<file path="src/rtl/ird_pkg.sv">
// Shared constants, types, microcode table and digit encoding for the radix digit converter.
package ird_pkg;

    // Sizing
    localparam int MAX_DIGITS = 32;
    localparam int MAX_BASE   = 36;
    localparam int RESULT_CAP = 31;
    localparam int CAP        = (MAX_DIGITS < RESULT_CAP) ? MAX_DIGITS : RESULT_CAP;

    localparam int NUM_W = 32;
    localparam int Q_W   = NUM_W - 1;
    localparam int BASE_W = 8;
    localparam int DIV_W = $clog2(MAX_BASE + 1);
    localparam int DIG_W = $clog2(MAX_BASE);
    localparam int CNT_W = $clog2(CAP + 1);
    localparam int IDX_W = $clog2(MAX_DIGITS);
    localparam int CHAR_W = 7;

    localparam logic [CHAR_W-1:0] CHAR_ZERO  = 7'h30;
    localparam logic [CHAR_W-1:0] CHAR_ALPHA = 7'h41;
    localparam int DEC_DIGITS = 10;

    // Microcode fields
    localparam int PC_W = 4;
    localparam int OP_W = 3;
    localparam int HOLD_W = 2;
    localparam int COND_W = 3;

    localparam logic [OP_W-1:0] OP_NOP        = 3'd0;
    localparam logic [OP_W-1:0] OP_LOAD       = 3'd1;
    localparam logic [OP_W-1:0] OP_DIV_START  = 3'd2;
    localparam logic [OP_W-1:0] OP_STORE      = 3'd3;
    localparam logic [OP_W-1:0] OP_RD_SETUP   = 3'd4;
    localparam logic [OP_W-1:0] OP_EMIT_DIG   = 3'd5;
    localparam logic [OP_W-1:0] OP_EMIT_ERR   = 3'd6;
    localparam logic [OP_W-1:0] OP_EMIT_EMPTY = 3'd7;

    localparam logic [HOLD_W-1:0] HOLD_NONE = 2'd0;
    localparam logic [HOLD_W-1:0] HOLD_IN   = 2'd1;
    localparam logic [HOLD_W-1:0] HOLD_OUT  = 2'd2;
    localparam logic [HOLD_W-1:0] HOLD_DIV  = 2'd3;

    localparam logic [COND_W-1:0] COND_NEVER    = 3'd0;
    localparam logic [COND_W-1:0] COND_ALWAYS   = 3'd1;
    localparam logic [COND_W-1:0] COND_BAD_BASE = 3'd2;
    localparam logic [COND_W-1:0] COND_NONPOS   = 3'd3;
    localparam logic [COND_W-1:0] COND_QUOT_NZ  = 3'd4;
    localparam logic [COND_W-1:0] COND_IDX_NZ   = 3'd5;

    // Microprogram addresses
    localparam logic [PC_W-1:0] UPC_IDLE      = 4'd0;
    localparam logic [PC_W-1:0] UPC_CHK_BASE  = 4'd1;
    localparam logic [PC_W-1:0] UPC_CHK_SIGN  = 4'd2;
    localparam logic [PC_W-1:0] UPC_DIV_START = 4'd3;
    localparam logic [PC_W-1:0] UPC_DIV_STORE = 4'd4;
    localparam logic [PC_W-1:0] UPC_RD_SETUP  = 4'd5;
    localparam logic [PC_W-1:0] UPC_EMIT      = 4'd6;
    localparam logic [PC_W-1:0] UPC_RETURN    = 4'd7;
    localparam logic [PC_W-1:0] UPC_ERR       = 4'd8;
    localparam logic [PC_W-1:0] UPC_EMPTY     = 4'd9;

    typedef struct packed {
        logic [OP_W-1:0]   op;
        logic [HOLD_W-1:0] hold;
        logic [COND_W-1:0] cond;
        logic [PC_W-1:0]   target;
    } ucw_t;

    typedef struct packed {
        logic busy;
        logic done;
    } div_status_t;

    // The microprogram. A step repeats while its hold condition is unmet; once met,
    // the step's operation takes effect and control jumps to target if cond holds.
    function automatic ucw_t ucode(input logic [PC_W-1:0] pc);
        ucw_t w;
        w.op     = OP_NOP;
        w.hold   = HOLD_NONE;
        w.cond   = COND_ALWAYS;
        w.target = UPC_IDLE;
        unique case (pc)
            UPC_IDLE: begin
                w.op   = OP_LOAD;
                w.hold = HOLD_IN;
                w.cond = COND_NEVER;
            end
            UPC_CHK_BASE: begin
                w.cond   = COND_BAD_BASE;
                w.target = UPC_ERR;
            end
            UPC_CHK_SIGN: begin
                w.cond   = COND_NONPOS;
                w.target = UPC_EMPTY;
            end
            UPC_DIV_START: begin
                w.op   = OP_DIV_START;
                w.cond = COND_NEVER;
            end
            UPC_DIV_STORE: begin
                w.op     = OP_STORE;
                w.hold   = HOLD_DIV;
                w.cond   = COND_QUOT_NZ;
                w.target = UPC_DIV_START;
            end
            UPC_RD_SETUP: begin
                w.op   = OP_RD_SETUP;
                w.cond = COND_NEVER;
            end
            UPC_EMIT: begin
                w.op     = OP_EMIT_DIG;
                w.hold   = HOLD_OUT;
                w.cond   = COND_IDX_NZ;
                w.target = UPC_EMIT;
            end
            UPC_ERR: begin
                w.op   = OP_EMIT_ERR;
                w.hold = HOLD_OUT;
            end
            UPC_EMPTY: begin
                w.op   = OP_EMIT_EMPTY;
                w.hold = HOLD_OUT;
            end
            default: begin
                w.cond = COND_ALWAYS;
            end
        endcase
        return w;
    endfunction

    // Digit value to upper-case ASCII.
    function automatic logic [CHAR_W-1:0] digit_ascii(input logic [DIG_W-1:0] d);
        logic [CHAR_W-1:0] dv;
        dv = CHAR_W'(d);
        if (dv < CHAR_W'(DEC_DIGITS)) begin
            return CHAR_ZERO + dv;
        end
        return CHAR_ALPHA + (dv - CHAR_W'(DEC_DIGITS));
    endfunction

endpackage

</file>
<file path="src/rtl/integer_to_radix_digits.sv">
// Top level of the integer to radix digit string converter with its microcoded sequencer.
//
// The block takes a signed 32-bit number and an 8-bit base in one transfer on the s_
// channel and returns the number's digits in that base as upper-case ASCII characters,
// most significant first, one transfer per digit on the m_ channel, with m_last on the
// final one. A base outside 2..36 gives a single transfer with m_bad_base set, and a
// number of zero or below (with a good base) gives a single transfer with m_empty_res
// set; both carry character code zero and m_last. Items are handled one at a time. A short
// microprogram held in a constant table steps the datapath: it checks the base and sign,
// then runs one division per digit on a restoring divider that yields one quotient bit
// per cycle; each digit takes a start step, the divider's run and a store step, and
// the remainders go into a small digit store. The digits are then read back in reverse
// order, one per cycle while the output side keeps taking them. The result register
// lets the next item be taken while the last result of the previous one still waits.
// The digit store needs no clearing after reset.
module integer_to_radix_digits (
    input  logic                           aclk,
    input  logic                           aresetn,
    input  logic                           s_valid,
    output logic                           s_ready,
    input  logic signed [ird_pkg::NUM_W-1:0] s_number,
    input  logic [ird_pkg::BASE_W-1:0]     s_base,
    output logic                           m_valid,
    input  logic                           m_ready,
    output logic [ird_pkg::CHAR_W-1:0]     m_digit_char,
    output logic                           m_last,
    output logic                           m_empty_res,
    output logic                           m_bad_base
);
    import ird_pkg::*;

    // Sequencer
    logic [PC_W-1:0]   pc_reg, pc_next;
    ucw_t              cw;
    logic              hold_met;
    logic              cond_true;

    // Datapath registers
    logic [Q_W-1:0]    wq_reg;
    logic              sign_reg;
    logic [BASE_W-1:0] base_reg;
    logic [CNT_W-1:0]  count_reg;
    logic [CNT_W-1:0]  count_m1;
    logic [IDX_W-1:0]  idx_reg;
    logic              bad_base;
    logic              nonpos;

    // Digit store
    logic [DIG_W-1:0]  store_mem [MAX_DIGITS];
    logic              wr_en;
    logic [IDX_W-1:0]  wr_addr;
    logic              rd_en;
    logic [IDX_W-1:0]  rd_addr;
    logic [DIG_W-1:0]  rd_data_reg;

    // Divider
    logic              div_start;
    div_status_t       div_status;
    logic [Q_W-1:0]    div_quot;
    logic [DIV_W-1:0]  div_rem;

    // Result register
    logic              m_valid_reg, m_valid_next;
    logic [CHAR_W-1:0] m_digit_char_reg;
    logic              m_last_reg;
    logic              m_empty_res_reg;
    logic              m_bad_base_reg;
    logic              out_free;
    logic              out_load;

    assign cw       = ucode(pc_reg);
    assign out_free = !m_valid_reg || m_ready;
    assign bad_base = (base_reg < BASE_W'(2)) || (base_reg > BASE_W'(MAX_BASE));
    assign nonpos   = sign_reg || (wq_reg == '0);
    assign count_m1 = count_reg - CNT_W'(1);

    // A step only takes effect once the resource it waits on is there.
    always_comb begin
        unique case (cw.hold)
            HOLD_NONE: hold_met = 1'b1;
            HOLD_IN:   hold_met = s_valid;
            HOLD_OUT:  hold_met = out_free;
            HOLD_DIV:  hold_met = div_status.done;
            default:   hold_met = 1'b0;
        endcase
    end

    always_comb begin
        unique case (cw.cond)
            COND_NEVER:    cond_true = 1'b0;
            COND_ALWAYS:   cond_true = 1'b1;
            COND_BAD_BASE: cond_true = bad_base;
            COND_NONPOS:   cond_true = nonpos;
            COND_QUOT_NZ:  cond_true = (div_quot != '0);
            COND_IDX_NZ:   cond_true = (idx_reg != '0);
            default:       cond_true = 1'b0;
        endcase
    end

    always_comb begin
        if (!hold_met) begin
            pc_next = pc_reg;
        end else if (cond_true) begin
            pc_next = cw.target;
        end else begin
            pc_next = pc_reg + PC_W'(1);
        end
    end

    assign s_ready   = (cw.hold == HOLD_IN);
    assign div_start = hold_met && (cw.op == OP_DIV_START);

    // Remainders beyond the store's capacity are dropped; only the low digits are kept.
    assign wr_en   = hold_met && (cw.op == OP_STORE) && (count_reg < CNT_W'(CAP));
    assign wr_addr = IDX_W'(count_reg);

    // Read-back runs one entry ahead: the emit step fetches the next lower digit on
    // the same edge that it loads the current one into the result register.
    assign rd_en   = hold_met && ((cw.op == OP_RD_SETUP) || (cw.op == OP_EMIT_DIG));
    assign rd_addr = (cw.op == OP_RD_SETUP) ? IDX_W'(count_m1) : idx_reg - IDX_W'(1);

    assign out_load = hold_met && ((cw.op == OP_EMIT_DIG) || (cw.op == OP_EMIT_ERR) ||
                                   (cw.op == OP_EMIT_EMPTY));

    always_comb begin
        m_valid_next = m_valid_reg;
        if (out_load) begin
            m_valid_next = 1'b1;
        end else if (m_ready) begin
            m_valid_next = 1'b0;
        end
    end

    ird_divider u_divider (
        .aclk      (aclk),
        .aresetn   (aresetn),
        .start     (div_start),
        .dividend  (wq_reg),
        .divisor   (DIV_W'(base_reg)),
        .status    (div_status),
        .quotient  (div_quot),
        .remainder (div_rem)
    );

    always_ff @(posedge aclk) begin
        if (!aresetn) begin
            pc_reg      <= UPC_IDLE;
            m_valid_reg <= 1'b0;
            count_reg   <= '0;
        end else begin
            pc_reg      <= pc_next;
            m_valid_reg <= m_valid_next;
            if (hold_met && (cw.op == OP_LOAD)) begin
                count_reg <= '0;
            end else if (wr_en) begin
                count_reg <= count_reg + CNT_W'(1);
            end
        end
    end

    always_ff @(posedge aclk) begin
        if (hold_met) begin
            case (cw.op)
                OP_LOAD: begin
                    wq_reg   <= s_number[Q_W-1:0];
                    sign_reg <= s_number[NUM_W-1];
                    base_reg <= s_base;
                end
                OP_STORE: begin
                    wq_reg <= div_quot;
                end
                OP_RD_SETUP: begin
                    idx_reg <= IDX_W'(count_m1);
                end
                OP_EMIT_DIG: begin
                    idx_reg <= idx_reg - IDX_W'(1);
                end
                default: begin
                end
            endcase
        end
    end

    always_ff @(posedge aclk) begin
        if (out_load) begin
            case (cw.op)
                OP_EMIT_DIG: begin
                    m_digit_char_reg <= digit_ascii(rd_data_reg);
                    m_last_reg       <= (idx_reg == '0);
                    m_empty_res_reg  <= 1'b0;
                    m_bad_base_reg   <= 1'b0;
                end
                OP_EMIT_ERR: begin
                    m_digit_char_reg <= '0;
                    m_last_reg       <= 1'b1;
                    m_empty_res_reg  <= 1'b0;
                    m_bad_base_reg   <= 1'b1;
                end
                default: begin
                    m_digit_char_reg <= '0;
                    m_last_reg       <= 1'b1;
                    m_empty_res_reg  <= 1'b1;
                    m_bad_base_reg   <= 1'b0;
                end
            endcase
        end
    end

    // Digit store: one write port, one registered read port.
    always_ff @(posedge aclk) begin
        if (wr_en) begin
            store_mem[wr_addr] <= DIG_W'(div_rem);
        end
        if (rd_en) begin
            rd_data_reg <= store_mem[rd_addr];
        end
    end

    assign m_valid      = m_valid_reg;
    assign m_digit_char = m_digit_char_reg;
    assign m_last       = m_last_reg;
    assign m_empty_res  = m_empty_res_reg;
    assign m_bad_base   = m_bad_base_reg;

    a_store_bound: assert property (@(posedge aclk) disable iff (!aresetn)
        wr_en |-> (count_reg < CNT_W'(CAP)))
        else $error("digit store written beyond its capacity");

    a_no_take_mid_run: assert property (@(posedge aclk) disable iff (!aresetn)
        (m_valid && !m_last) |-> !s_ready)
        else $error("new item taken while a digit run is still being delivered");

    a_div_base_good: assert property (@(posedge aclk) disable iff (!aresetn)
        div_start |-> ((base_reg >= BASE_W'(2)) && (base_reg <= BASE_W'(MAX_BASE))))
        else $error("division started with a base outside the legal range");

    a_flag_results: assert property (@(posedge aclk) disable iff (!aresetn)
        (m_valid && (m_empty_res || m_bad_base)) |-> (m_last && (m_digit_char == '0)))
        else $error("flagged result is not a single character-free transfer");

endmodule

</file>
<file path="src/rtl/ird_divider.sv">
// Restoring divider of the working quotient by the base, one quotient bit per cycle.
module ird_divider (
    input  logic                       aclk,
    input  logic                       aresetn,
    input  logic                       start,
    input  logic [ird_pkg::Q_W-1:0]    dividend,
    input  logic [ird_pkg::DIV_W-1:0]  divisor,
    output ird_pkg::div_status_t       status,
    output logic [ird_pkg::Q_W-1:0]    quotient,
    output logic [ird_pkg::DIV_W-1:0]  remainder
);
    import ird_pkg::*;

    localparam int STEP_W = $clog2(Q_W);
    localparam logic [STEP_W-1:0] STEP_FIRST = STEP_W'(Q_W - 1);

    logic [Q_W-1:0]    q_reg, q_next;
    logic [DIV_W-1:0]  r_reg, r_next;
    logic [DIV_W-1:0]  d_reg;
    logic [STEP_W-1:0] step_reg;
    logic              busy_reg, busy_next;
    logic              done_reg, done_next;
    logic [DIV_W:0]    trial;
    logic [DIV_W:0]    diff;
    logic              ge;

    assign trial = {r_reg, q_reg[Q_W-1]};
    assign diff  = trial - {1'b0, d_reg};
    assign ge    = (trial >= {1'b0, d_reg});

    always_comb begin
        q_next    = q_reg;
        r_next    = r_reg;
        busy_next = busy_reg;
        done_next = done_reg;
        if (start) begin
            q_next    = dividend;
            r_next    = '0;
            busy_next = 1'b1;
            done_next = 1'b0;
        end else if (busy_reg) begin
            q_next = {q_reg[Q_W-2:0], ge};
            r_next = ge ? diff[DIV_W-1:0] : trial[DIV_W-1:0];
            if (step_reg == '0) begin
                busy_next = 1'b0;
                done_next = 1'b1;
            end
        end
    end

    always_ff @(posedge aclk) begin
        if (!aresetn) begin
            busy_reg <= 1'b0;
            done_reg <= 1'b0;
        end else begin
            busy_reg <= busy_next;
            done_reg <= done_next;
        end
    end

    always_ff @(posedge aclk) begin
        q_reg <= q_next;
        r_reg <= r_next;
        if (start) begin
            d_reg    <= divisor;
            step_reg <= STEP_FIRST;
        end else if (busy_reg) begin
            step_reg <= step_reg - STEP_W'(1);
        end
    end

    assign status.busy = busy_reg;
    assign status.done = done_reg;
    assign quotient    = q_reg;
    assign remainder   = r_reg;

    a_start_when_free: assert property (@(posedge aclk) disable iff (!aresetn)
        start |-> !busy_reg)
        else $error("divider restarted while a division was in progress");

    a_done_after_busy: assert property (@(posedge aclk) disable iff (!aresetn)
        $rose(done_reg) |-> $past(busy_reg))
        else $error("divider finished without having run");

endmodule

</file>
<file path="config.mk">
export PLATFORM = sky130hd
export DESIGN_NAME = integer_to_radix_digits
export DESIGN_NICKNAME = d
export VERILOG_FILES = /design/src/rtl/ird_pkg.sv /design/src/rtl/integer_to_radix_digits.sv /design/src/rtl/ird_divider.sv
export SDC_FILE = /design/constraint.sdc
export NUM_CORES = 1
export LEC_CHECK = 0
export BUFFER_PORTS_ARGS = -buffer_cell sky130_fd_sc_hd__buf_4
export CORE_ASPECT_RATIO = 1.1
export CORE_MARGIN = 2
export CORE_UTILIZATION = 60
export CTS_CLUSTER_SIZE = 16
export DETAILED_ROUTE_END_ITERATION = 16
export GPL_TIMING_DRIVEN = 0
export PLACE_DENSITY = 0.78
export SYNTH_ARGS = -nofsm -noshare
export SYNTH_HDL_FRONTEND = slang
export SYNTH_SLANG_ARGS = --single-unit
</file>
<file path="constraint.sdc">
create_clock -name aclk -period 9.6 [get_ports aclk]
set_input_delay 1.92 -clock aclk [delete_from_list [all_inputs] [get_ports aclk]]
set_output_delay 1.92 -clock aclk [all_outputs]
set_load 0.03 [all_outputs]
</file>
[Word-level counts from Yosys, hierarchy flattened]
Memories as Yosys holds them, arrays and structs flattened. A register that Yosys moved wholly into a read port is not among the register bits.
Cells that the tools add are included.
Word-level totals
  register bits after elaboration: 115
  bits in writable memories: 192
  bits of input ports: 44
  output and inout port bits: 12
  logic and storage cells: 116
  memories kept: 1
Operators by class
  add/sub/neg operators: 9
  $lt $le $gt $ge: 5
  equal/unequal tests: 23
  multiplexer cells: 27
  bitwise gates (word level): 1
  reductions and logical operators: 33
Memories
  store_mem: depth 32, bits a word 6, read ports 1, clocked after Yosys merged registers in 1, write ports 1, line integer_to_radix_digits.sv:49  | logic [DIG_W-1:0] store_mem [MAX_DIGITS];
Operators with widths (count)
  $mux 31: 2
  $pmux 31 s2: 1
  $logic_not 31->1: 1
  $reduce_bool 31->1: 1
  $pmux 3 s7: 1
  $eq 3x3->1 const B: 6
  $pmux 4 s4: 1
  $pmux 3 s5: 1
  $sub 5x1->5 const B: 3
  $mux 7: 2
  $eq 3x2->1 const B: 4
  $eq 4x3->1 const B: 3
  $mux 1: 12
  $logic_not 5->1: 2
  $pmux 5 s2: 1
  $eq 4x2->1 const B: 2
  $eq 4x4->1 const B: 2
  $gt 8x6->1 const B: 1
  $lt 8x2->1 const B: 1
  $reduce_and 2->1: 4
  $reduce_bool 2->1: 4
  $add 6x6->7 const A: 1
  $add 7x7->7 const A: 1
  $ge 7x6->1: 1
  other kinds (25): 40

[Depth between registers and ports, before layout]
Gate-level depths: netlist (run 1).
  depth after elaboration: 9
  gate-level depth with buffers: 12
  gate-level depth less buffers: 8

[By module]
From an unflattened synthesis (run 1), not the netlist that was laid out.
Second synthesis, totals
  cell total of the unflattened synthesis: 1032
  area total of the unflattened synthesis: 13853.3 um^2
Modules (own cells, without submodules)
  integer_to_radix_digits: instances 1, cells each 854, area each 11469.8 um^2, sequential area each 7797.5 um^2
  ird_divider: instances 1, cells each 178, area each 2383.5 um^2, sequential area each 1371.3 um^2

[Worst setup path before layout (run 1)]
No wires, ideal clock.
  kind: input -> register
  start point: input s_valid
  end point: register count_reg[1]
  library setup time: 0.122 ns
  data arrival time: 5.609 ns
  required time: 9.478 ns
  slack: 3.869 ns
  stages on the path: 6
  cells stage by stage: nand2b_1 > a21oi_1 > nor3_1 > a21boi_0 > nand2b_1 > nor3_1
Between the ends
  longest elaborated chain between the ends: 3
  elaborated cells between the ends (all ways): 5
  those cells by class: 1 x mux; 4 x reduce/logical
Ends and longest elaborated chain
  from (decl): line integer_to_radix_digits.sv:19  | input logic s_valid,
  $pmux 1 s4 *: line integer_to_radix_digits.sv:79  | unique case (cw.hold)
  $logic_and 1x1->1 (on tied branches): line integer_to_radix_digits.sv:153, integer_to_radix_digits.sv:114
  $reduce_or 2->1 (no source line) or $logic_and 1x1->1 (tied branches)
  to (signal assigned): line integer_to_radix_digits.sv:156  | count_reg <= count_reg + CNT_W'(1);
  to (decl): line integer_to_radix_digits.sv:42  | logic [CNT_W-1:0] count_reg;
Every way passes the cells marked *; elsewhere a longest branch is shown, timed or not.
A chain may end at the register's enable or synchronous reset.

[Worst setup path after layout (run 1)]
  start point: register count_reg[0]
  end point: register rd_data_reg[3] (read register of store_mem), data pin
Between the ends
  longest elaborated chain between the ends: 2
Ends and longest elaborated chain
  $sub 5x1->5: line integer_to_radix_digits.sv:75  | assign count_m1 = count_reg - CNT_W'(1);
  named net count_m1[0]: line integer_to_radix_digits.sv:43  | logic [CNT_W-1:0] count_m1;
  $mux 5: line integer_to_radix_digits.sv:120  | assign rd_addr = (cw.op == OP_RD_SETUP) ? IDX_W'(count_m1) : idx_reg - IDX_W'(1);
  to (decl): line integer_to_radix_digits.sv:54  | logic [DIG_W-1:0] rd_data_reg;
The timed path passes the listed nets, and every way through them passes these cells.

==> results by group, run 1 <==
Logic synthesis
  – Yosys cell types: 78
  – Synth Instances: 1236
  – Mapped Area: 14800 um2
  – Synth async-reset ratio: 0%
  – EDFF count, synth: 290
  – Net Count, Synth: 1301
  – Sequential element share of the synthesized area: 62.1%
  – Post-synth top flop: edfxtp_1
  – Post-synth top area cell: edfxtp_1
  – Top cell type's share of synthesized area: 59.0%
  – Seq cells post-synth: 313
  – Mean post-synth cell area: 12.0 um2
  – Ys Warns: 0
  – Area contributors post-synth: edfxtp_1, nand2_1, dfxtp_1

Power
  – Comb power frac: 15.6%
  – Cell area power density: 225 nW/um2
  – Reg power frac: 53.6%
  – Internal: 2630 uW
  – Switching share of power: 29.5%
  – Maximum vdd drop: 182 uV
  – Sw power: 1100 uW
  – Total Power: 3740 uW
  – Clock share of power: 30.7%
  – Lkg Pwr: 0.00572 uW

Clocking
  – CTS tree: done
  – TritonCTS Buffers: 31
  – Worst skew pair latency: 560 ps
  – Clk pin slew, worst setup/hold paths: 60 ps
  – Clock sink count: 313
  – Post-CTS sizing: 0
  – Clk buf depth: 3
  – Postcts setup bufs: 0
  – CTS hold repair buffers: 0
  – H-tree depth: 1
  – CTS Root Cell: clkbuf_16

Worst setup path
  – CP endpoint: rd_data_reg[3]
  – Crit end category: flop
  – Worst-path cell chain: clkbuf_1 > inv_1 > ha_1 > xnor2_1 > nor4_1 > a21oi_1 > clkbuf_1 > o22ai_1 > a2111oi_0 > a32oi_1
  – Family with the most delay on the worst path: compound AO/OA/AOI/OAI gates
  – Crit path DAT: 4580 ps
  – Buf/Inv on CP: 3
  – R2R cell count: 10
  – WP data required: 9810 ps
  – Largest stage delay, worst path: 880 ps
  – CP Depth: 10
  – Most frequent CP cell: clkbuf_1
  – CP startpoint: count_reg[0]
  – Reg2reg end: rd_data_reg[3]
  – Crit start category: flop
  – WS Path Type: reg -> reg
  – Crit-path slowest cell: a2111oi_0
  – Critical path peak fanout: 10
  – RR Startpoint: count_reg[0]
  – Flop2flop setup slack: 5220 ps

Floorplan
  – # rows: 60
  – Initial Util: 60.7%
  – Die W: 154 um
  – Die Footprint: 25900 um2
  – Number of top-level pins: 56
  – Core Box Area: 24300 um2
  – Die Y: 169 um

Timing
  – Final period util: 45.6%
  – Unrepaired setup endpoints after global routing: false
  – Clock skew: 16.8 ps
  – Setup violators final: 0
  – Setup_tns: 0 ps
  – Fin. Hold Viols: 0
  – Tmin final: 4380 ps
  – Final Max Slew Viols: 0
  – Final worst slack: 5220 ps
  – Peak Freq: 228 MHz
  – Actual slew at the worst max-slew pin: 1330 ps
  – Slew headroom: 11.5%

Final layout
  – Final Core Density: 68.2%
  – Layout filler cell count: 1763
  – Diode count: 0
  – Area grow syn2layout: 12.3%
  – Max FFs per register: 192
  – NumNets Final: 1393
  – Layout cells sized above 1: 15.4%

Run status
  – Status: finished clean

GRT
  – Largest net degree at the start of global routing: 37
  – Gr usage total: 28.0%
  – GRT Residual Overflow: 0
  – Initial antenna violation count: 0
  – Global-route wire length before repair: 57200 um
  – Vias in the first global route: 10500

Worst hold path
  – Hold/Removal Path Class: reg -> reg

Place
  – Post-Place Setup Slack: 5330 ps
  – Final Wtd Congestion: 0.925
  – DPL Wire Length: 25000 um
  – I/O Buffers: 55

Run
  – MaxCap Viol Count: 0

Route
  – Via density: 6.48
  – Drt pass-1 iters: 6
  – DRT iter0 DRCs: 1152
  – DR DRC count: 0
  – DR WL/cell: 22.2 um
  – Final wirelength: 36900 um
  – Number of nets with antenna violations after routing: 0
  – Vias: 10800
==> worst min-delay path by stage <==
stage / startpoint / end / slack (ps) / cells after the start
CTS: base_reg[3] / u_divider.d_reg[3] / 450 / 0
floorplan: base_reg[0] / u_divider.d_reg[0] / 420 / 0
detailed placement: base_reg[3] / u_divider.d_reg[3] / 440 / 0
global route: base_reg[3] / u_divider.d_reg[3] / 470 / 0
global placement: base_reg[4] / u_divider.d_reg[4] / 430 / 0
finish: base_reg[0] / u_divider.d_reg[0] / 450 / 0
==> layer usage <==
layer / up-vias / wire (um) / GRT usage, %
li1: 4867 / - / -
met1: 5260 / 13900 / 36.4
met2: 543 / 18300 / 47.6
met3: 100 / 3110 / 4.12
met4: 0 / 1570 / 11.5
met5: - / 0 / 0
==> synthesized netlist by cell type (8+ instances only) <==
master	instances
xnor2_1	13
nand2_1	147
nand3_1	63
a21oi_1	65
clkbuf_1	44
o22ai_1	12
nor3_1	17
mux2_2	40
mux2i_1	10
a311oi_1	24
nor4_1	25
nand4_1	8
a211oi_1	25
inv_1	29
o21ai_0	62
nand2b_1	56
a211o_1	15
a31oi_1	22
edfxtp_1	290
and3_1	14
ha_1	20
buf_2	25
a32oi_1	14
dfxtp_1	23
nor2_1	61
==> power groups by stage <==
stage                     combinational (uW)  sequential, uW  clock, uW
after floorplan                          386            1930          0
after CTS                                579            2000       1150
final                                    584            2000       1150
after detailed placement                 576            2030          0
after global placement                   532            2030          0
after global routing                     643            2030       1210
==> kinds of logic (layout without fill, tap and decap cells) <==
group,Yosys count,after routing,share of synthesized area (%)
xor gates and xnor gates,20,20,1.19
AOI/OAI and AO/OA,292,292,13.5
adders and majority gates,21,21,1.83
DFF,313,313,62.1
and+or+nand+nor,427,427,14.4
buffers and inverters,111,227,3.21
muxes,52,52,3.88
==> cells in the final DEF (no fill, tap or decap), types with 40 or more instances in the layout <==
cell | netlist | routed
a21oi_1 | 65 | 65
buf_4 | 7 | 63
clkbuf_1 | 44 | 46
edfxtp_1 | 290 | 290
mux2_2 | 40 | 40
nand2_1 | 147 | 147
nand2b_1 | 56 | 56
nand3_1 | 63 | 63
nor2_1 | 61 | 61
o21ai_0 | 62 | 62
==> final cells by class <==
class	count	area [um2]	share of cell area [%]
timing repair buffer	59	454	2.74
tap	310	388	2.34
clock inverter	21	138	0.830
buffer	81	362	2.18
clock buffer	36	825	4.97
inverter	30	113	0.679
sequential	313	9170	55.3
multi-input combinational	812	5140	31.0
==> metrics by stage <==
step	std cells	cell area, um2	hold slack, ps
floorplan	1236	14800	421
global placement	1601	15600	431
detailed placement	1605	15600	438
CTS	1662	16600	454
global route	1662	16600	469
finish	1662	16600	450
==> worst reg2reg max path, delay by kind of cell (launching register included) <==
family / cells / cell delay, ps
buffers and inverters: 3 / 1120
AOI/OAI and AO/OA: 4 / 1750
xor gates and xnor gates: 1 / 380
DFF: 1 / 360
adders and majority gates: 1 / 280
and+or+nand+nor: 1 / 130
No activity file was read; power rests on OpenSTA's default activity.
==> run 2: changes to the inputs <==
Settings changed: ABC_AREA from default to 1.
Clock period 9.6 ns to 4.6 ns, I/O delays scaled along.
==> results by group, run 2 <==
Run status
  – Status: finished clean (unchanged)

Timing
  – Fin. Hold Viols: 0 (unchanged)
  – Tmin final: 3780 ps (was 4380 ps)
  – Setup violators final: 0 (unchanged)
  – Peak Freq: 265 MHz (was 228 MHz)
  – Final period util: 82.1% (was 45.6%)
  – Slew headroom: 3.75% (was 11.5%)
  – Final Max Slew Viols: 0 (unchanged)
  – Hold Worst Slack: 450 ps (about the same)
  – Clock skew: 8.15 ps (was 16.8 ps)
  – Final worst slack: 825 ps (was 5220 ps)
  – Unrepaired setup endpoints after global routing: false (unchanged)
  – Actual slew at the worst max-slew pin: 1440 ps (was 1330 ps)

Place
  – I/O Buffers: 55 (unchanged)
  – Placed cells: 1867 (was 1605)
  – Post-Place Setup Slack: 875 ps (was 5330 ps)
  – Final Wtd Congestion: 0.897 (was 0.925)
  – DPL Wire Length: 22900 um (was 25000 um)

Logic synthesis
  – Top cell type's share of synthesized area: 59.2% (was 59.0%)
  – Ys Warns: 0 (unchanged)
  – EDFF count, synth: 290 (unchanged)
  – Synth async-reset ratio: 0% (unchanged)
  – Sequential element share of the synthesized area: 62.4% (was 62.1%)
  – Net Count, Synth: 1566 (was 1301)
  – Mapped Area: 14700 um2 (was 14800 um2)
  – Mean post-synth cell area: 9.80 um2 (was 12.0 um2)
  – Seq cells post-synth: 313 (unchanged)
  – Yosys cell types: 42 (was 78)
  – Commonest cells in the netlist: nand2_1, edfxtp_1, inv_1 (was edfxtp_1, nand2_1, a21oi_1)
  – Synth Instances: 1501 (was 1236)
  – Post-synth top area cell: edfxtp_1 (unchanged)
  – Post-synth top flop: edfxtp_1 (unchanged)
  – Area contributors post-synth: edfxtp_1, nand2_1, nand3_1 (was edfxtp_1, nand2_1, dfxtp_1)
  – Most frequent cell after synthesis: nand2_1 (was edfxtp_1)

Clocking
  – Clk buf depth: 3 (unchanged)
  – Clock sink count: 313 (unchanged)
  – CTS hold repair buffers: 0 (unchanged)
  – CTS tree: done (unchanged)
  – Clk pin slew, worst setup/hold paths: 60 ps (about the same)
  – TritonCTS Buffers: 31 (unchanged)
  – Worst skew pair latency: 560 ps (about the same)
  – CTS Root Cell: clkbuf_16 (unchanged)
  – H-tree depth: 1 (unchanged)
  – Postcts setup bufs: 0 (unchanged)
  – Post-CTS sizing: 0 (unchanged)

Worst hold path
  – Hold/Removal Path Class: reg -> reg (unchanged)

GRT
  – Largest net degree at the start of global routing: 36 (was 37)
  – Vias in the first global route: 10400 (was 10500)
  – Initial antenna violation count: 0 (unchanged)
  – GRT Residual Overflow: 0 (unchanged)
  – Global-route wire length before repair: 53000 um (was 57200 um)
  – Gr usage total: 26.1% (was 28.0%)

Worst setup path
  – Crit path DAT: 3960 ps (was 4580 ps)
  – WP data required: 4790 ps (was 9810 ps)
  – Critical path peak fanout: 9 (was 10)
  – WS Path Type: reg -> reg (unchanged)
  – Crit start category: flop (unchanged)
  – Crit end category: flop (unchanged)

Final layout
  – Area grow syn2layout: 12.5% (was 12.3%)
  – Commonest non-fill, non-tap cell in the layout: nand2_1 (was edfxtp_1)
  – Most frequent cells in the layout: nand2_1, edfxtp_1, inv_1, nand3_1, o21ai_0 (was edfxtp_1, nand2_1, a21oi_1, nand3_1, buf_4)
  – Diode count: 0 (unchanged)
  – NumNets Final: 1655 (was 1393)
  – Final Core Density: 68.2% (about the same)
  – Layout cells sized above 1: 10.7% (was 15.4%)
  – Max FFs per register: 192 (unchanged)
  – Finished Layout Cells: 1922 (was 1662)

Route
  – Final wirelength: 33500 um (was 36900 um)
  – Drt pass-1 iters: 5 (was 6)
  – DR DRC count: 0 (unchanged)
  – Number of nets with antenna violations after routing: 0 (unchanged)
  – Vias: 10600 (was 10800)
  – DR WL/cell: 17.4 um (was 22.2 um)
  – DRT iter0 DRCs: 924 (was 1152)
  – Via density: 5.52 (was 6.48)

Floorplan
  – Core Box Area: 24200 um2 (was 24300 um2)
  – Number of top-level pins: 56 (unchanged)
  – Die Footprint: 25800 um2 (was 25900 um2)
  – Die W: 153 um (was 154 um)
  – # rows: 60 (unchanged)
  – Initial Util: 60.6% (was 60.7%)
  – Die Y: 168 um (was 169 um)

Power
  – Lkg Pwr: 0.00707 uW (was 0.00572 uW)
  – Maximum vdd drop: 402 uV (was 182 uV)
  – Cell area power density: 589 nW/um2 (was 225 nW/um2)
  – Total Power: 9740 uW (was 3740 uW)

Run
  – MaxCap Viol Count: 0 (unchanged)
==> run 2: cell types whose count changed in the layout (fill, tap and decap cells not counted), moves of 20 or more <==
cell | previous run | this run
clkbuf_1 | 46 | 23
a211oi_1 | 25 | 1
nand2_1 | 147 | 343
inv_1 | 29 | 275
nand3_1 | 63 | 209
o21ai_0 | 62 | 82
a21oi_1 | 65 | 29
nand2b_1 | 56 | 0
a311oi_1 | 24 | 0
mux2_2 | 40 | 0
==> run 2: area by class of cell <==
cell class / instances / area [um2]
plain buffers: 59 / 324
clock buffers: 32 / 779
clock inverters: 23 / 220
fillers: 1818 / 7710
inverters: 280 / 1050
multi-input cells: 849 / 4180
flip-flops and latches: 313 / 9180
well taps: 310 / 388
repair buffers: 56 / 428
==> run 2: kinds of logic (layout without fill, tap and decap cells) <==
group	after synthesis	count (layout)	share of synthesized area [%]
adders and majority gates	21	21	1.84
and+or+nand+nor	684	684	20.9
buffers and inverters	339	450	9.35
AOI/OAI and AO/OA	133	133	4.90
xor gates and xnor gates	11	11	0.655
DFF	313	313	62.4
==> run 2: per-layer routing <==
metal	vias to the layer above	part of all wire (%)	GRT usage (%)
li1	5099	-	-
met1	4950	39	33.0
met2	457	50	45.4
met3	104	6.5	3.04
met4	0	4.7	11.9
met5	-	0	0
==> run 2: worst max-delay path: stages (launching register included) <==
cell     delay, ps
dfxtp_1        380
inv_1          100
ha_1           290
o21ai_1        280
nand2_4        130
inv_1          140
nand3_1        400
inv_1          260
nand3_1        200
inv_1          210
nand2_1        380
nor2_1         620
==> run 2: path summary, 6_finish.rpt <==
path | start | to | slack (ps) | depth (start not counted)
max | pc_reg[0] | store_mem[0][4] | 820 | 11
min | base_reg[0] | u_divider.d_reg[0] | 450 | 0
max reg2reg | pc_reg[0] | store_mem[0][4] | 820 | 11
min reg2reg | base_reg[0] | u_divider.d_reg[0] | 450 | 0
==> run 2: report_power, final <==
part           internal [uW]  leakage, uW  total (uW)  switching (uW)
sequential              3980      0.00286        4410             428
clock                   1450     0.000486        2500            1050
combinational            871      0.00373        2840            1970
total                   6300      0.00707        9740            3440
==> run 2: metrics by stage <==
stage | setup TNS [ps] | cell area, um2
floorplan | 0 | 14700
global placement | -782 | 15500
detailed placement | 0 | 15500
CTS | 0 | 16500
global route | 0 | 16500
finish | 0 | 16500
==> run 3: changes to the inputs <==
Clock period 4.6 ns to 3.5 ns, I/O delays scaled along.
==> results by group, run 3 (synthesis gave the netlist of run 2 again) <==
Run status
  – Status: finished clean (unchanged)

Clocking
  – Worst skew pair latency: 560 ps (about the same)
  – CTS Root Cell: clkbuf_16 (unchanged)
  – Clk buf depth: 3 (unchanged)
  – H-tree depth: 1 (unchanged)
  – Post-CTS sizing: 21 (was 0)
  – CTS hold repair buffers: 0 (unchanged)
  – Postcts setup bufs: 0 (unchanged)
  – CTS tree: done (unchanged)
  – Clock sink count: 313 (unchanged)
  – Clk pin slew, worst setup/hold paths: 60 ps (about the same)
  – TritonCTS Buffers: 31 (unchanged)

Worst hold path
  – Hold/Removal Path Class: in -> reg (was reg -> reg)

Worst setup path
  – Flop2flop setup slack: 150 ps (was 820 ps)
  – CP startpoint: pc_reg[0] (unchanged)
  – WP data required: 3670 ps (was 4790 ps)
  – Crit-path slowest cell: nor3_1 (was nor2_1)
  – Crit start category: flop (unchanged)
  – R2R cell count: 9 (was 11)
  – Reg2reg end: store_mem[23][4] (was store_mem[0][4])
  – CP endpoint: store_mem[23][4] (was store_mem[0][4])
  – WS Path Type: reg -> reg (unchanged)
  – Most frequent CP cell: inv_1 (unchanged)
  – Critical path peak fanout: 9 (unchanged)
  – Largest stage delay, worst path: 950 ps (was 620 ps)
  – Worst-path cell chain: inv_1 > ha_1 > o21ai_1 > nand2_4 > inv_1 > nand3_2 > inv_1 > nand3_1 > nor3_1 (was inv_1 > ha_1 > o21ai_1 > nand2_4 > inv_1 > nand3_1 > inv_1 > nand3_1 > inv_1 > nand2_1 > nor2_1)
  – RR Startpoint: pc_reg[0] (unchanged)
  – Crit path DAT: 3520 ps (was 3960 ps)
  – Crit end category: flop (unchanged)

Final layout
  – Finished Layout Cells: 1924 (was 1922)
  – Commonest non-fill, non-tap cell in the layout: nand2_1 (unchanged)
  – Layout cells sized above 1: 12.6% (was 10.7%)
  – NumNets Final: 1655 (unchanged)
  – Final instance area: 16600 um2 (was 16500 um2)
  – Area grow syn2layout: 12.8% (was 12.5%)
  – Final Core Density: 68.4% (was 68.2%)
  – Max FFs per register: 192 (unchanged)
  – Diode count: 0 (unchanged)
  – FF/Latch Area: 9180 um2 (about the same)
  – Layout filler cell count: 1806 (was 1818)
  – Multi-input gate area: 4270 um2 (was 4180 um2)
  – Most frequent cells in the layout: nand2_1, edfxtp_1, inv_1, nand3_1, o21ai_0 (unchanged)

Power
  – Cell area power density: 759 nW/um2 (was 589 nW/um2)
  – Lkg Pwr: 0.00705 uW (was 0.00707 uW)
  – Maximum vdd drop: 561 uV (was 402 uV)

Timing
  – Actual slew at the worst max-slew pin: 1200 ps (was 1440 ps)
  – Final Max Slew Viols: 0 (unchanged)
  – Unrepaired setup endpoints after global routing: true (was false)
  – Tmin final: 3350 ps (was 3780 ps)
  – Peak Freq: 299 MHz (was 265 MHz)
  – Setup_tns: 0 ps (unchanged)
  – Setup violators final: 0 (unchanged)
  – Final period util: 95.6% (was 82.1%)
  – Clock skew: 10.8 ps (was 8.15 ps)
  – Fin. Hold Viols: 0 (unchanged)
  – Slew headroom: 19.1% (was 3.75%)

Floorplan
  – # rows: 60 (unchanged)
  – Number of top-level pins: 56 (unchanged)
  – Core Box Area: 24200 um2 (unchanged)
  – Die W: 153 um (unchanged)
  – Initial Util: 60.6% (unchanged)
  – Die Footprint: 25800 um2 (unchanged)
  – Die Y: 168 um (unchanged)

Route
  – Final wirelength: 32400 um (was 33500 um)
  – Drt pass-1 iters: 6 (was 5)
  – DR DRC count: 0 (unchanged)
  – Vias: 10500 (was 10600)
  – Via density: 5.43 (was 5.52)
  – DRT iter0 DRCs: 897 (was 924)
  – Number of nets with antenna violations after routing: 0 (unchanged)
  – DR WL/cell: 16.9 um (was 17.4 um)

Place
  – DPL Wire Length: 22400 um (was 22900 um)
  – I/O Buffers: 55 (unchanged)
  – Final Wtd Congestion: 0.918 (was 0.897)
  – Placed cell areas: 15500 um2 (about the same)
  – Placed cells: 1867 (unchanged)

Run
  – MaxCap Viol Count: 0 (unchanged)

GRT
  – Vias in the first global route: 10200 (was 10400)
  – Initial antenna violation count: 0 (unchanged)
  – GRT Residual Overflow: 0 (unchanged)
  – Gr usage total: 25.3% (was 26.1%)
  – Global-route wire length before repair: 51200 um (was 53000 um)
  – Largest net degree at the start of global routing: 36 (unchanged)
run 3: how the worst min path moves through the flow:
stage / startpoint / to / slack, ps / cells after the start
2_1_floorplan: base_reg[0] / u_divider.d_reg[0] / 420 / 0
3_3_place_gp: base_reg[3] / u_divider.d_reg[3] / 450 / 0
3_5_place_dp: base_reg[3] / u_divider.d_reg[3] / 460 / 0
4_1_cts: s_base[7] / base_reg[7] / 300 / 1
5_1_grt: s_base[6] / base_reg[6] / 300 / 1
6_report: s_base[6] / base_reg[6] / 320 / 1
run 3: final cells by class:
class                   count  share of cell area (%)
clock buffers              40                    5.07
inverters                 280                    6.34
multi-input cells         849                    25.8
flip-flops and latches    313                    55.3
repair buffers             56                    2.61
clock inverters            17                   0.581
well taps                 310                    2.34
plain buffers              59                    1.95
run 3: per-stage QoR:
step                total power, uW  hold WS, ps  setup slack, ps
global route                  13300          303            -8.85
floorplan                      8220          421              531
CTS                           12600          298             -152
global placement               9390          453             -243
detailed placement             9550          461             -200
finish                        12600          319              154
run 3: metal layers:
metal / up-vias / GRT usage (%) / wire (um)
li1: 5123 / - / -
met1: 4844 / 31.9 / 12700
met2: 402 / 44.2 / 16200
met3: 82 / 2.73 / 2120
met4: 0 / 11.5 / 1360
met5: - / 0 / 0
run 3: worst max-delay path: cells and delay by family (launching register included):
family | cells | cell delay, ps
flip-flops | 1 | 380
adder cells (fa/ha/maj) | 1 | 290
AND/OR/NAND/NOR | 4 | 1530
AO/OA/AOI/OAI | 1 | 300
buffers and inverters | 3 | 460
run 3: power breakdown:
| part | internal [uW] | leakage, uW | switching [uW] |
|---|---|---|---|
| clock network | 1690 | 0.000457 | 1340 |
| logic | 1160 | 0.00373 | 2590 |
| registers | 5230 | 0.00286 | 566 |
| total | 8090 | 0.00705 | 4500 |
